[config.mk]
export PLATFORM = sky130hd
export DESIGN_NAME = dsu_table
export DESIGN_NICKNAME = d
export VERILOG_FILES = /design/src/rtl/dsu_pkg.sv /design/src/rtl/dsu_ram.sv /design/src/rtl/dsu_table.sv
export SDC_FILE = /design/constraint.sdc
export NUM_CORES = 1
export LEC_CHECK = 0
export ABC_AREA = 1
export CORE_ASPECT_RATIO = 0.75
export CORE_UTILIZATION = 57
export CTS_CLUSTER_SIZE = 40
export DETAILED_ROUTE_END_ITERATION = 10
export DONT_BUFFER_PORTS = 1
export GPL_TIMING_DRIVEN = 0
export PLACE_DENSITY = 0.76
export SYNTH_ARGS = -nofsm -noshare
export SYNTH_HDL_FRONTEND = slang
export SYNTH_SLANG_ARGS = --single-unit
[constraint.sdc]
create_clock -name clk_i -period 1.2 [get_ports clk_i]
set_input_delay 0.12 -clock clk_i [delete_from_list [all_inputs] [get_ports clk_i]]
set_output_delay 0.12 -clock clk_i [all_outputs]
set_load 0.005 [all_outputs]
[src/rtl/dsu_pkg.sv]
// ----------------------------------------------------------------------------
// dsu_pkg
// Types and constants of the union-find engine.
// ----------------------------------------------------------------------------
package dsu_pkg;

  localparam int unsigned SET_SIZE = 32;
  localparam int unsigned IDX_W    = (SET_SIZE > 1) ? $clog2(SET_SIZE) : 1;
  localparam int unsigned ELEM_W   = 5;
  localparam int unsigned FUNC_W   = 2;
  localparam int unsigned RANK_W   = 3;

  typedef logic [ELEM_W-1:0] elem_t;
  typedef logic [IDX_W-1:0]  idx_t;
  typedef logic [RANK_W-1:0] rank_t;

  localparam rank_t RANK_MAX = '1;

  typedef enum logic [FUNC_W-1:0] {
    FUNC_CLEAR = 2'd0,
    FUNC_UNION = 2'd1,
    FUNC_QUERY = 2'd2
  } func_e;

  typedef struct packed {
    rank_t rank;
    idx_t  parent;
  } entry_t;

  localparam int unsigned ENTRY_W = $bits(entry_t);

  typedef struct packed {
    logic   clr;
    logic   wr_en;
    idx_t   wr_addr;
    entry_t wr_data;
    idx_t   rd_addr;
  } tbl_req_t;

  typedef enum logic [2:0] {
    ST_IDLE,
    ST_WALK_A,
    ST_WALK_B,
    ST_LINK,
    ST_BUMP,
    ST_DONE
  } state_e;

endpackage

[src/rtl/dsu_ram.sv]
// ----------------------------------------------------------------------------
// dsu_ram
// Generic single-write, single-read RAM with registered read data.
// ----------------------------------------------------------------------------
module dsu_ram #(
  parameter int unsigned WIDTH = 8,
  parameter int unsigned DEPTH = 32
) (
  input  logic                                    clk_i,
  input  logic                                    we_i,
  input  logic [((DEPTH > 1) ? $clog2(DEPTH) : 1)-1:0] waddr_i,
  input  logic [WIDTH-1:0]                        wdata_i,
  input  logic [((DEPTH > 1) ? $clog2(DEPTH) : 1)-1:0] raddr_i,
  output logic [WIDTH-1:0]                        rdata_o
);

  logic [WIDTH-1:0] mem_q [DEPTH];
  logic [WIDTH-1:0] rdata_q;

  always_ff @(posedge clk_i) begin
    if (we_i) begin
      mem_q[waddr_i] <= wdata_i;
    end
    rdata_q <= mem_q[raddr_i];
  end

  assign rdata_o = rdata_q;

endmodule

[src/rtl/dsu_table.sv]
// ----------------------------------------------------------------------------
// dsu_table
// Parent/rank store with per-entry valid bits; an entry never written since
// the last clear reads as its own parent with rank zero.
// ----------------------------------------------------------------------------
module dsu_table
  import dsu_pkg::*;
(
  input  logic     clk_i,
  input  logic     rst_ni,
  input  tbl_req_t req_i,
  output entry_t   rd_entry_o
);

  logic [SET_SIZE-1:0] valid_q;
  logic                rd_valid_q;
  idx_t                rd_addr_q;
  logic [ENTRY_W-1:0]  ram_rdata;
  entry_t              ram_entry;

  dsu_ram #(
    .WIDTH (ENTRY_W),
    .DEPTH (SET_SIZE)
  ) u_ram (
    .clk_i   (clk_i),
    .we_i    (req_i.wr_en),
    .waddr_i (req_i.wr_addr),
    .wdata_i (req_i.wr_data),
    .raddr_i (req_i.rd_addr),
    .rdata_o (ram_rdata)
  );

  always_ff @(posedge clk_i or negedge rst_ni) begin
    if (!rst_ni) begin
      valid_q    <= '0;
      rd_valid_q <= 1'b0;
      rd_addr_q  <= '0;
    end else begin
      if (req_i.clr) begin
        valid_q <= '0;
      end else if (req_i.wr_en) begin
        valid_q[req_i.wr_addr] <= 1'b1;
      end
      rd_valid_q <= valid_q[req_i.rd_addr];
      rd_addr_q  <= req_i.rd_addr;
    end
  end

  assign ram_entry = entry_t'(ram_rdata);

  always_comb begin
    if (rd_valid_q) begin
      rd_entry_o = ram_entry;
    end else begin
      rd_entry_o.rank   = '0;
      rd_entry_o.parent = rd_addr_q;
    end
  end

endmodule

==> run summary, run 1 <==
Routed vias/inst -> 5.862
Total Routed Length -> 33.67 mm
Grt ovf -> 0
DRC Markers -> 0
Worst Hold Class -> input port to flop
Post-synthesis mux area share -> 0.004557
Final hold slack -> 19.78 ps
Global-route wire length before repair -> 48.80 mm
Final Power -> 22,110 uW
CP Capture Type -> primary output
Layout Skew -> 23.94 ps
Fin nets -> 1,217
Clock transition at path regs -> 60 ps
Antenna viol nets, final -> 0
Ys Warns -> 0
Max clock buf depth -> 3
Yosys reg bits -> 302
Share of cells above drive strength 1 -> 0.1782
Core box area -> 21,180 um^2
Hold Fails Final Rpt -> 0
Max Cap Viol -> 0
Antenna Cells -> 0
Max Freq -> 654.5 MHz
Fin util -> 0.6847
Clock latency at the later pin of the worst-skew pair -> 560 ps
Synth Area in Compound Gates -> 0
Dpl cell area -> 12,790 um^2
Adder-Cell Fraction of Synth Area -> 0
H-tree levels -> 1
Slew headroom -> 0.5400
Total CTS buffers -> 29
Slew Viols, Final -> 0
Post-layout min period -> 1528 ps
Rows -> 46
Critical Path AT -> 1410 ps
CTS Root Cell -> clkbuf_16
1st-pass router iterations -> 5
Initial antenna violation count -> 0
Worst R2R Path Depth -> 8
Final setup violation count -> 24
Status -> finished, violations left
Register area share after synthesis -> 0.7120
Syn nets -> 1,155
Worst slew pin tran -> 684.8 ps
Cells after synthesis -> 1,133
GRT Total Usage -> 0.3100
Wire per inst -> 22.36 um
Crit path max fanout -> 3
Starting DRC count in detailed routing -> 1,055
CTS tree -> yes
Final period util -> 1.273
Fin worst setup slack -> -327.9 ps
Die area -> 22,280 um^2
Static Leak -> 0.005623 uW
Vias in the first global route -> 8,292
Synth unique cells -> 18
Layout area overhead -> 17.36%
TNS Setup -> -2497 ps
Area share of the largest cell type after synthesis -> 0.6221
IO Count -> 30
Initial Util -> 0.5834
Synth area leader -> edfxtp_1
Die W -> 172.0 um
Synth Area in XOR/XNOR -> 0
Largest net degree at the start of global routing -> 39
Synthesized cell area -> 12,360 um^2
Mean Syn Cell Area -> 10.91 um^2
Clk sinks -> 302
Setup crit start kind -> flop
Simple-gate share of the synthesized area -> 0.2462
Final Instance Area -> 14,500 um^2
Largest family of logic cells by synthesized area -> simple AND/OR/NAND/NOR gates
Hold Crit Depth -> 2
Failing checks -> setup timing
Synth top area cells -> edfxtp_1 62%, nand2_1 13%, nand3_1 8.8%
Post-DP HPWL -> 21.12 mm
Worst vdd ir -> 1.823 mV
Power Dens Cells -> 1525 nW/um^2
CP required -> 1080 ps
Die height -> 129.5 um
Crit Path Class -> flop to primary output
Vias -> 8,828
I/O Buffers -> 0
RSZ-0062 raised after global routing -> true
Placer congestion estimate -> 0.9516
==> cells in the mapped netlist (all sizes together) <==
cell type and count:
nand3 217, inv 29, clkbuf 8, clkinv 3
dfrtp 38, dfxtp 8, edfxtp 256, buf 53
nand2 416, nor3 11, mux2 5, nor2 89
==> placed cells by master, fill, tap and decap left out, types with 2 or more instances in the layout <==
master         instances
buf_1                  2
buf_12                 8
buf_2                 38
buf_4                  8
buf_6                  9
bufinv_16              2
clkbuf_1               6
clkbuf_16             29
clkbuf_2               6
clkinv_1              13
clkinv_2               6
clkinvlp_4             3
dfrtp_1               37
dfxtp_1                8
dlygate4sd3_1         15
edfxtp_1             256
inv_1                 26
inv_2                  2
mux2_2                 5
nand2_1              394
nand2_2               22
nand3_1              168
nand3_2               45
nand3_4                4
nor2_1                65
nor2_2                10
nor2_4                14
nor3_1                10
==> critical path, cell delays in order, from the launching register on <==
cell,delay (ps)
dfrtp_2,410
buf_4,150
mux2_2,300
==> flip-flops by register name, indices dropped and copies added (netlist names) <==
name / cells
u_ram.mem_q: 256
u_ram.rdata_o: 8
rd_valid_q: 1
valid_q: 32
rd_addr_q: 5
==> per-layer routing <==
metal | GRT usage | vias up | share of wire
met2 | 0.4587 | 571 | 0.44
met1 | 0.4466 | 4215 | 0.40
li1 | - | 3980 | -
met3 | 0.1020 | 62 | 0.14
met4 | 0.07548 | 0 | 0.020
met5 | 0 | - | 0
==> what timing repair did <==
item                                   CTS  global route
gates cloned                             0             0
setup endpoints to repair               58            84
pin swaps                                1            35
endpoints found under the hold margin  310             1
setup buffers                            3             4
hold buffers                            24             1
resized for setup                       16            91
==> path summary, 6_finish.rpt <==
kind | slack, ps | startpoint | end
min reg2reg | 500 | valid_q[3]$_DFFE_PN0P_ | valid_q[3]$_DFFE_PN0P_
max in group asynchronous | 890 | rst_ni | rd_valid_q$_DFF_PN0_
min in group asynchronous | 50 | rst_ni | valid_q[5]$_DFFE_PN0P_
max | -330 | rd_valid_q$_DFF_PN0_ | rd_entry_o[0]
max reg2reg | -60 | u_ram.mem_q[12][3]$_DFFE_PP_ | u_ram.rdata_o[3]$_DFF_P_
min | 20 | req_i[19] | valid_q[10]$_DFFE_PN0P_
==> layout make-up <==
type                       count  area (um^2)
sequential                   302         8800
fill                        1578         6679
multi-input combinational    738         3558
clock buffer                  32        747.0
timing repair buffer          32        402.9
tap                          288        360.3
buffer                        60        351.6
clock inverter                22        155.1
inverter                      32        126.4
==> per-stage QoR <==
step | worst slack, ps | std cells
floorplan | -121.9 | 1133
global placement | -767.0 | 1421
detailed placement | -816.1 | 1421
CTS | -331.2 | 1501
global route | -352.3 | 1506
finish | -327.9 | 1506
==> power by group <==
| part | internal, uW | leakage [uW] | switching [uW] |
|---|---|---|---|
| Clock | 4890 | 0.000441 | 3850 |
| Combinational | 523 | 0.00229 | 1260 |
| Sequential | 11500 | 0.00289 | 46.7 |
| Total | 17000 | 0.00562 | 5150 |
==> logic make-up (layout without fill, tap and decap cells) <==
group,count (synthesis),after routing
AND/OR/NAND/NOR,733,733
buffers and inverters,93,178
multiplexers,5,5
flip-flops,302,302
Power figures use the tool's default switching activity.
==> run 2: changes to the inputs <==
==> constraint.sdc (replaced) <==
create_clock -name clk_i -period 2 [get_ports clk_i]
set_input_delay 0.2 -clock clk_i [delete_from_list [all_inputs] [get_ports clk_i]]
set_output_delay 0.2 -clock clk_i [all_outputs]
set_load 0.005 [all_outputs]
==> run 2 against run 1 <==
  * The run now ends clean
  * Via count is 0.31% higher
  * Clock power shrank 37%
  * Die area unchanged
  * Register-to-register slack improved by 710 ps
  * Critical path depth fell by 1
  * Wire length rose by 0.22%
  * Clock-buffer cell count up 6
  * Final cell count down 0.66%
==> run summary, run 2 (synthesized netlist as in run 1, its figures left out) <==
Commonest cells after routing, fill and taps aside -> 416 x nand2_1, 256 x edfxtp_1, 217 x nand3_1, 89 x nor2_1, 38 x dfrtp_1 (was 394 x nand2_1, 256 x edfxtp_1, 168 x nand3_1, 65 x nor2_1, 45 x nand3_2)
Status -> finished, final reports clean (was finished, violations left)
Final Power -> 13,460 uW (was 22,110 uW)
Setup crit start kind -> flop (unchanged)
CP peak stage delay -> 680 ps (was 410 ps)
CTS tree -> yes (unchanged)
Gates resized, CTS repair -> 0 (was 16)
Initial Util -> 0.5834 (unchanged)
CP cell instances -> mux2_2 (was buf_4, mux2_2)
Global routing's busiest layer -> met1 (was met2)
Share of cells above drive strength 1 -> 0.08858 (was 0.1782)
Static Leak -> 0.005479 uW (was 0.005623 uW)
GR met1 Demand/Resource -> 0.4652 (was 0.4466)
Buf/Inv on CP -> 0 (was 1)
DRC Markers -> 0 (unchanged)
Power Dens Cells -> 961.2 nW/um^2 (was 1525 nW/um^2)
Total Routed Length -> 33.74 mm (was 33.67 mm)
Met2 GRT Util -> 0.4639 (was 0.4587)
Core box area -> 21,180 um^2 (unchanged)
Antenna viol nets, final -> 0 (unchanged)
Layout Skew -> 9.355 ps (was 23.94 ps)
Max Cap Viol -> 0 (unchanged)
Final setup violation count -> 0 (was 24)
IO Count -> 30 (unchanged)
Worst vdd ir -> 0.9039 mV (was 1.823 mV)
Max Freq -> 537.1 MHz
Slew headroom -> 0.3134 (was 0.5400)
Final Non-Filler Cells -> 1,496 (was 1,506)
GRT Total Usage -> 0.3139 (was 0.3100)
Placer congestion estimate -> 0.9594 (was 0.9516)
Critical Path AT -> 1660 ps (was 1410 ps)
Largest net degree at the start of global routing -> 39 (unchanged)
Die area -> 22,280 um^2 (unchanged)
Starting DRC count in detailed routing -> 1,249 (was 1,055)
Crit Path Class -> flop to primary output (unchanged)
Vias -> 8,855 (was 8,828)
Wire per inst -> 22.55 um (was 22.36 um)
Total CTS buffers -> 28 (was 29)
Antenna Cells -> 0 (unchanged)
Final period util -> 0.9309
Global-route wire length before repair -> 49.79 mm (was 48.80 mm)
Die height -> 129.5 um (unchanged)
Slew Viols, Final -> 0 (unchanged)
Commonest non-fill, non-tap cell in the layout -> nand2_1 (unchanged)
Worst slew pin tran -> 1026 ps (was 684.8 ps)
Max FFs per register -> 256 (unchanged)
CTS Root Cell -> clkbuf_16 (unchanged)
Layout area overhead -> 13.35% (was 17.36%)
Vias in the first global route -> 8,329 (was 8,292)
Grt ovf -> 0 (unchanged)
Clock latency at the later pin of the worst-skew pair -> 550 ps (was 560 ps)
Post-Place Cells -> 1,421 (unchanged)
Rows -> 46 (unchanged)
Post-layout min period -> 1862 ps
Clock transition at path regs -> 70 ps (was 60 ps)
Routed vias/inst -> 5.919 (was 5.862)
Post-CTS Setup Inserts -> 0 (was 3)
I/O Buffers -> 0 (unchanged)
CP max-delay cell -> dfrtp_1 (was dfrtp_2)
GR Util met3 -> 0.08002 (was 0.1020)
CP required -> 1800 ps (was 1080 ps)
Post-DP HPWL -> 20.84 mm (was 21.12 mm)
Register name with the most flops -> u_ram.mem_q (unchanged)
Worst Hold Class -> input port to flop (unchanged)
Initial antenna violation count -> 0 (unchanged)
H-tree levels -> 1 (unchanged)
1st-pass router iterations -> 8 (was 5)
Die W -> 172.0 um (unchanged)
Max clock buf depth -> 3 (unchanged)
TNS Setup -> 0 ps (was -2497 ps)
Crit path max fanout -> 8 (was 3)
Clk sinks -> 302 (unchanged)
Fin nets -> 1,208 (was 1,217)
CP Capture Type -> primary output (unchanged)
RSZ-0062 raised after global routing -> false (was true)
Family with the most delay on the worst path -> flip-flops (unchanged)
Hold Fails Final Rpt -> 0 (unchanged)
[run 2: changes by cell type in the layout (fill, tap and decap cells not counted), sizes merged]
cell and delta:
clkinv -6, buf -4, clkbuf +3, clkinvlp -3
bufinv +1, dlymetal6s4s -1
[run 2: through the flow]
stage	cell area [um^2]	hold WS, ps	setup WS, ps	util
final	14010	123.7	138.2	0.6613
after global placement	12720	-93.55	-109.5	0.6004
after detailed placement	12720	-94.05	-119.5	0.6004
after CTS	14010	105.3	158.8	0.6613
after global routing	14010	127.4	130.3	0.6613
after floorplan	12360	-95.59	560.8	-
[run 2: timing repair]
| action | in CTS | in global routing |
|---|---|---|
| setup endpoints to repair | 5 | 0 |
| hold endpoints to repair | 304 | 0 |
| hold buffers | 24 | 0 |
[run 2: layout make-up]
cell class / instances / area [um^2]
multi-input cells: 738 / 3098
flip-flops and latches: 302 / 8798
clock inverters: 14 / 145.1
repair buffers: 24 / 337.8
inverters: 32 / 122.6
clock buffers: 38 / 809.5
fillers: 1578 / 7174
well taps: 288 / 360.3
plain buffers: 60 / 334.1
[run 2: worst paths after layout]
kind,cells past startpoint,slack (ps),start,to
worst min-delay path,5,120,req_i[3],u_ram.rdata_o[0]$_DFF_P_
worst min register to register,2,500,valid_q[24]$_DFFE_PN0P_,valid_q[24]$_DFFE_PN0P_
max in group asynchronous,2,1560,rst_ni,valid_q[1]$_DFFE_PN0P_
worst max-delay path,1,140,rd_valid_q$_DFF_PN0_,rd_entry_o[0]
worst max register to register,8,650,u_ram.mem_q[29][5]$_DFFE_PP_,u_ram.rdata_o[5]$_DFF_P_
min in group asynchronous,2,200,rst_ni,valid_q[12]$_DFFE_PN0P_
[run 2: metal layers]
metal	up-vias	share of wire	wire length [um]
li1	3952	-	-
met1	4212	0.41	13690
met2	601	0.43	14510
met3	90	0.13	4501
met4	0	0.031	1044
met5	-	0	0
[run 2: tightest hold or removal path, stage by stage]
cell and delay, ps:
buf_2 160, nand2_1 110, nand2_1 50, nand2_1 60, nand2_1 50
[run 2: power breakdown]
part | switching [uW] | internal [uW]
registers | 35.6 | 6930
clock network | 2320 | 3220
logic | 693 | 273
total | 3040 | 10400
==> run 3: changes to the inputs <==
--- a/config.mk
+++ b/config.mk
@@ -5,7 +5,6 @@
 export SDC_FILE = /design/constraint.sdc
 export NUM_CORES = 1
 export LEC_CHECK = 0
-export ABC_AREA = 1
 export CORE_ASPECT_RATIO = 0.75
 export CORE_UTILIZATION = 57
 export CTS_CLUSTER_SIZE = 40
==> run 3 against run 2 <==
  * The flow now finishes with violations (setup timing)
  * Die area decreased by 4.9%
  * Combinational power is 22% lower
  * Sequential share of layout area rose by 3.8 points
==> run summary, run 3 <==
Vias -> 6,003 (was 8,855)
Routed vias/inst -> 6.722 (was 5.919)
Post-synth ARST share -> 0.1258 (unchanged)
Most frequent cell after synthesis -> edfxtp_1 (was nand2_1)
Total CTS buffers -> 27 (was 28)
Psw -> 2664 uW (was 3045 uW)
Synthesized cell area -> 11,750 um^2 (was 12,360 um^2)
Final Non-Filler Cells -> 893 (was 1,496)
Net Sw Frac -> 0.2118 (was 0.2262)
R2R Setup Slk -> 80 ps (was 650 ps)
Vias in the first global route -> 5,866 (was 8,329)
H-tree levels -> 1 (unchanged)
Final period util -> 1.007 (was 0.9309)
Post-Place Cells -> 823 (was 1,421)
Int Pwr -> 9914 uW (was 10,420 uW)
CP Capture Type -> flop (was primary output)
Antenna viol nets, final -> 0 (unchanged)
CP required -> 2420 ps (was 1800 ps)
Post-CTS Setup Inserts -> 0 (unchanged)
RSZ-0062 raised after global routing -> false (unchanged)
Slew Viols, Final -> 0 (unchanged)
Slew headroom -> 0.1866 (was 0.3134)
Origin of the critical flop-to-flop path -> u_ram.mem_q[23][1]$_DFFE_PP_ (was u_ram.mem_q[29][5]$_DFFE_PP_)
CTS Root Cell -> clkbuf_16 (unchanged)
DRC Markers -> 0 (unchanged)
Status -> finished, violations left (was finished, final reports clean)
Setup WS pre-CTS -> -631.4 ps (was -119.5 ps)
Max Freq -> 496.7 MHz (was 537.1 MHz)
Post-synthesis mux area share -> 0.1860 (was 0.004557)
Post-synth EDFFs -> 256 (unchanged)
Max FFs per register -> 256 (unchanged)
Syn nets -> 587 (was 1,155)
Initial Util -> 0.5812 (was 0.5834)
Synth unique cells -> 22 (was 18)
CP peak stage delay -> 650 ps (was 680 ps)
Gate power share -> 0.060 (was 0.072)
Initial antenna violation count -> 0 (unchanged)
TNS Setup -> -13.10 ps (was 0 ps)
Hold Fails Final Rpt -> 0 (unchanged)
Most used cell, CP -> mux4_2
Largest net degree at the start of global routing -> 39 (unchanged)
Rows -> 45 (was 46)
Wire per inst -> 30.22 um (was 22.55 um)
Static Leak -> 0.004352 uW (was 0.005479 uW)
Power Dens Cells -> 951.9 nW/um^2 (was 961.2 nW/um^2)
Crit Path Class -> input port to flop (was flop to primary output)
Clk pwr share -> 0.387 (was 0.411)
CP cell instances -> clkbuf_1, buf_1, mux4_2, mux4_2, mux2_2 (was mux2_2)
Critical Path AT -> 2430 ps (was 1660 ps)
Mean Syn Cell Area -> 20.79 um^2 (was 10.91 um^2)
Die W -> 167.8 um (was 172.0 um)
Hold Crit Depth -> 3 (was 5)
Commonest non-fill, non-tap cell in the layout -> edfxtp_1 (was nand2_1)
I/O Buffers -> 0 (unchanged)
Commonest cells after routing, fill and taps aside -> 256 x edfxtp_1, 90 x mux4_2, 65 x nor2_1, 38 x dfrtp_1, 32 x a21oi_1 (was 416 x nand2_1, 256 x edfxtp_1, 217 x nand3_1, 89 x nor2_1, 38 x dfrtp_1)
Crit path max fanout -> 10 (was 8)
Post-DP HPWL -> 16.71 mm (was 20.84 mm)
Area share of the largest cell type after synthesis -> 0.6544 (was 0.6221)
Failing checks -> setup timing
Sequential share of power -> 0.553 (was 0.517)
Top cells by count, synth -> 256 x edfxtp_1, 90 x mux4_2, 65 x nor2_1 (was 416 x nand2_1, 256 x edfxtp_1, 217 x nand3_1)
Register area share after synthesis -> 0.7490 (was 0.7120)
Synth Area in XOR/XNOR -> 0 (unchanged)
Total Routed Length -> 26.98 mm (was 33.74 mm)
Clk sinks -> 302 (unchanged)
Worst R2R Path Depth -> 3 (was 8)
CP max-delay cell -> buf_1 (was dfrtp_1)
Final hold slack -> 47.09 ps (was 123.7 ps)
Cells after synthesis -> 565 (was 1,133)
Synth Area in Compound Gates -> 0.01363 (was 0)
GRT Total Usage -> 0.2634 (was 0.3139)
Worst Hold Class -> input port to flop (unchanged)
Adder-Cell Fraction of Synth Area -> 0 (unchanged)
Layout Skew -> 9.227 ps (was 9.355 ps)
Share of cells above drive strength 1 -> 0.2646 (was 0.08858)
Worst r2r dst -> u_ram.rdata_o[1]$_DFF_P_ (was u_ram.rdata_o[5]$_DFF_P_)
Layout area overhead -> 12.48% (was 13.35%)
CTS tree -> yes (unchanged)
Starting DRC count in detailed routing -> 760 (was 1,249)
Synth top area cells -> edfxtp_1 65%, mux4_2 17%, dfrtp_1 8.1% (was edfxtp_1 62%, nand2_1 13%, nand3_1 8.8%)
Placer congestion estimate -> 0.8721 (was 0.9594)
Ys Warns -> 0 (unchanged)
Antenna Cells -> 0 (unchanged)
Grt ovf -> 0 (unchanged)
Final setup violation count -> 1 (was 0)
Fin worst setup slack -> -13.10 ps (was 138.2 ps)
Fillers -> 1,262 (was 1,578)
Fin nets -> 639 (was 1,208)
Clock latency at the later pin of the worst-skew pair -> 540 ps (was 550 ps)
Fin util -> 0.6537 (was 0.6613)
Max clock buf depth -> 3 (unchanged)
Worst vdd ir -> 0.8498 mV (was 0.9039 mV)
Global-route wire length before repair -> 39.11 mm (was 49.79 mm)
Hold EP -> valid_q[18]$_DFFE_PN0P_ (was u_ram.rdata_o[0]$_DFF_P_)
Post-layout min period -> 2013 ps (was 1862 ps)
Clock transition at path regs -> 60 ps (was 70 ps)
Core box area -> 20,210 um^2 (was 21,180 um^2)
Die height -> 126.3 um (was 129.5 um)
Setup crit start kind -> input port (was flop)
Max Cap Viol -> 0 (unchanged)
Simple-gate share of the synthesized area -> 0.03728 (was 0.2462)
Register name with the most flops -> u_ram.mem_q (unchanged)
Largest family of logic cells by synthesized area -> multiplexers (was simple AND/OR/NAND/NOR gates)
IO Count -> 30 (unchanged)
Synth area leader -> edfxtp_1 (unchanged)
Die area -> 21,190 um^2 (was 22,280 um^2)
Yosys reg bits -> 302 (unchanged)
1st-pass router iterations -> 5 (was 8)
Hold Crit Start -> req_i[17] (was req_i[3])
Top_reg_cell synth -> edfxtp_1 (unchanged)
Worst slew pin tran -> 1217 ps (was 1026 ps)
run 3: worst max path at each step:
stage | end | slack, ps | depth (start not counted) | from
floorplan | rd_valid_q$_DFF_PN0_ | 30 | 5 | req_i[2]
global placement | u_ram.rdata_o[1]$_DFF_P_ | -620 | 5 | req_i[2]
detailed placement | u_ram.rdata_o[7]$_DFF_P_ | -630 | 5 | req_i[2]
CTS | u_ram.rdata_o[0]$_DFF_P_ | 50 | 5 | req_i[2]
global route | u_ram.rdata_o[4]$_DFF_P_ | 4 | 5 | req_i[2]
finish | u_ram.rdata_o[0]$_DFF_P_ | -10 | 5 | req_i[2]
run 3: power by group through the flow:
stage	clock [uW]	sequential [uW]	combinational [uW]
floorplan	0	7080	404
global placement	0	7080	565
detailed placement	0	7090	574
CTS	4850	6960	745
global route	5100	6960	783
finish	4870	6960	749
run 3: routing by layer:
metal / up-vias / track usage / wire (um)
met5: - / 0 / 0
met4: 0 / 0.06044 / 516
met3: 35 / 0.04493 / 2509
met2: 365 / 0.4042 / 12840
met1: 3205 / 0.4051 / 11120
li1: 2398 / - / -
run 3: what timing repair did:
action | CTS | global route
hold endpoints to repair | 301 | 0
resized for setup | 8 | 0
setup endpoints to repair | 9 | 0
hold buffers | 23 | 0
run 3: layout make-up:
class                      count  area, um^2  share of cell area
clock buffer                  39       772.0             0.05842
sequential                   302        8798              0.6658
multi-input combinational    228        2783              0.2106
buffer                        35       186.4             0.01411
timing repair buffer          23       310.3             0.02348
clock inverter                 8       41.29            0.003125
tap                          258       322.8             0.02443
run 3: critical path: cells and delay by family:
family                 cells  cell delay (ps)
muxes                      3             1260
buffers and inverters      2              960
run 3: cells by family after synthesis:
kind of cell,count (synthesis)
flip-flops,302
multiplexers,104
AND/OR/NAND/NOR,92
buffers and inverters,35
AO/OA/AOI/OAI,32
run 3: metrics by stage:
| stage | area (um^2) | power [uW] |
|---|---|---|
| after floorplan | 11750 | 7484 |
| after global placement | 12070 | 7649 |
| after detailed placement | 12070 | 7666 |
| after CTS | 13210 | 12560 |
| after global routing | 13210 | 12850 |
| final | 13210 | 12580 |
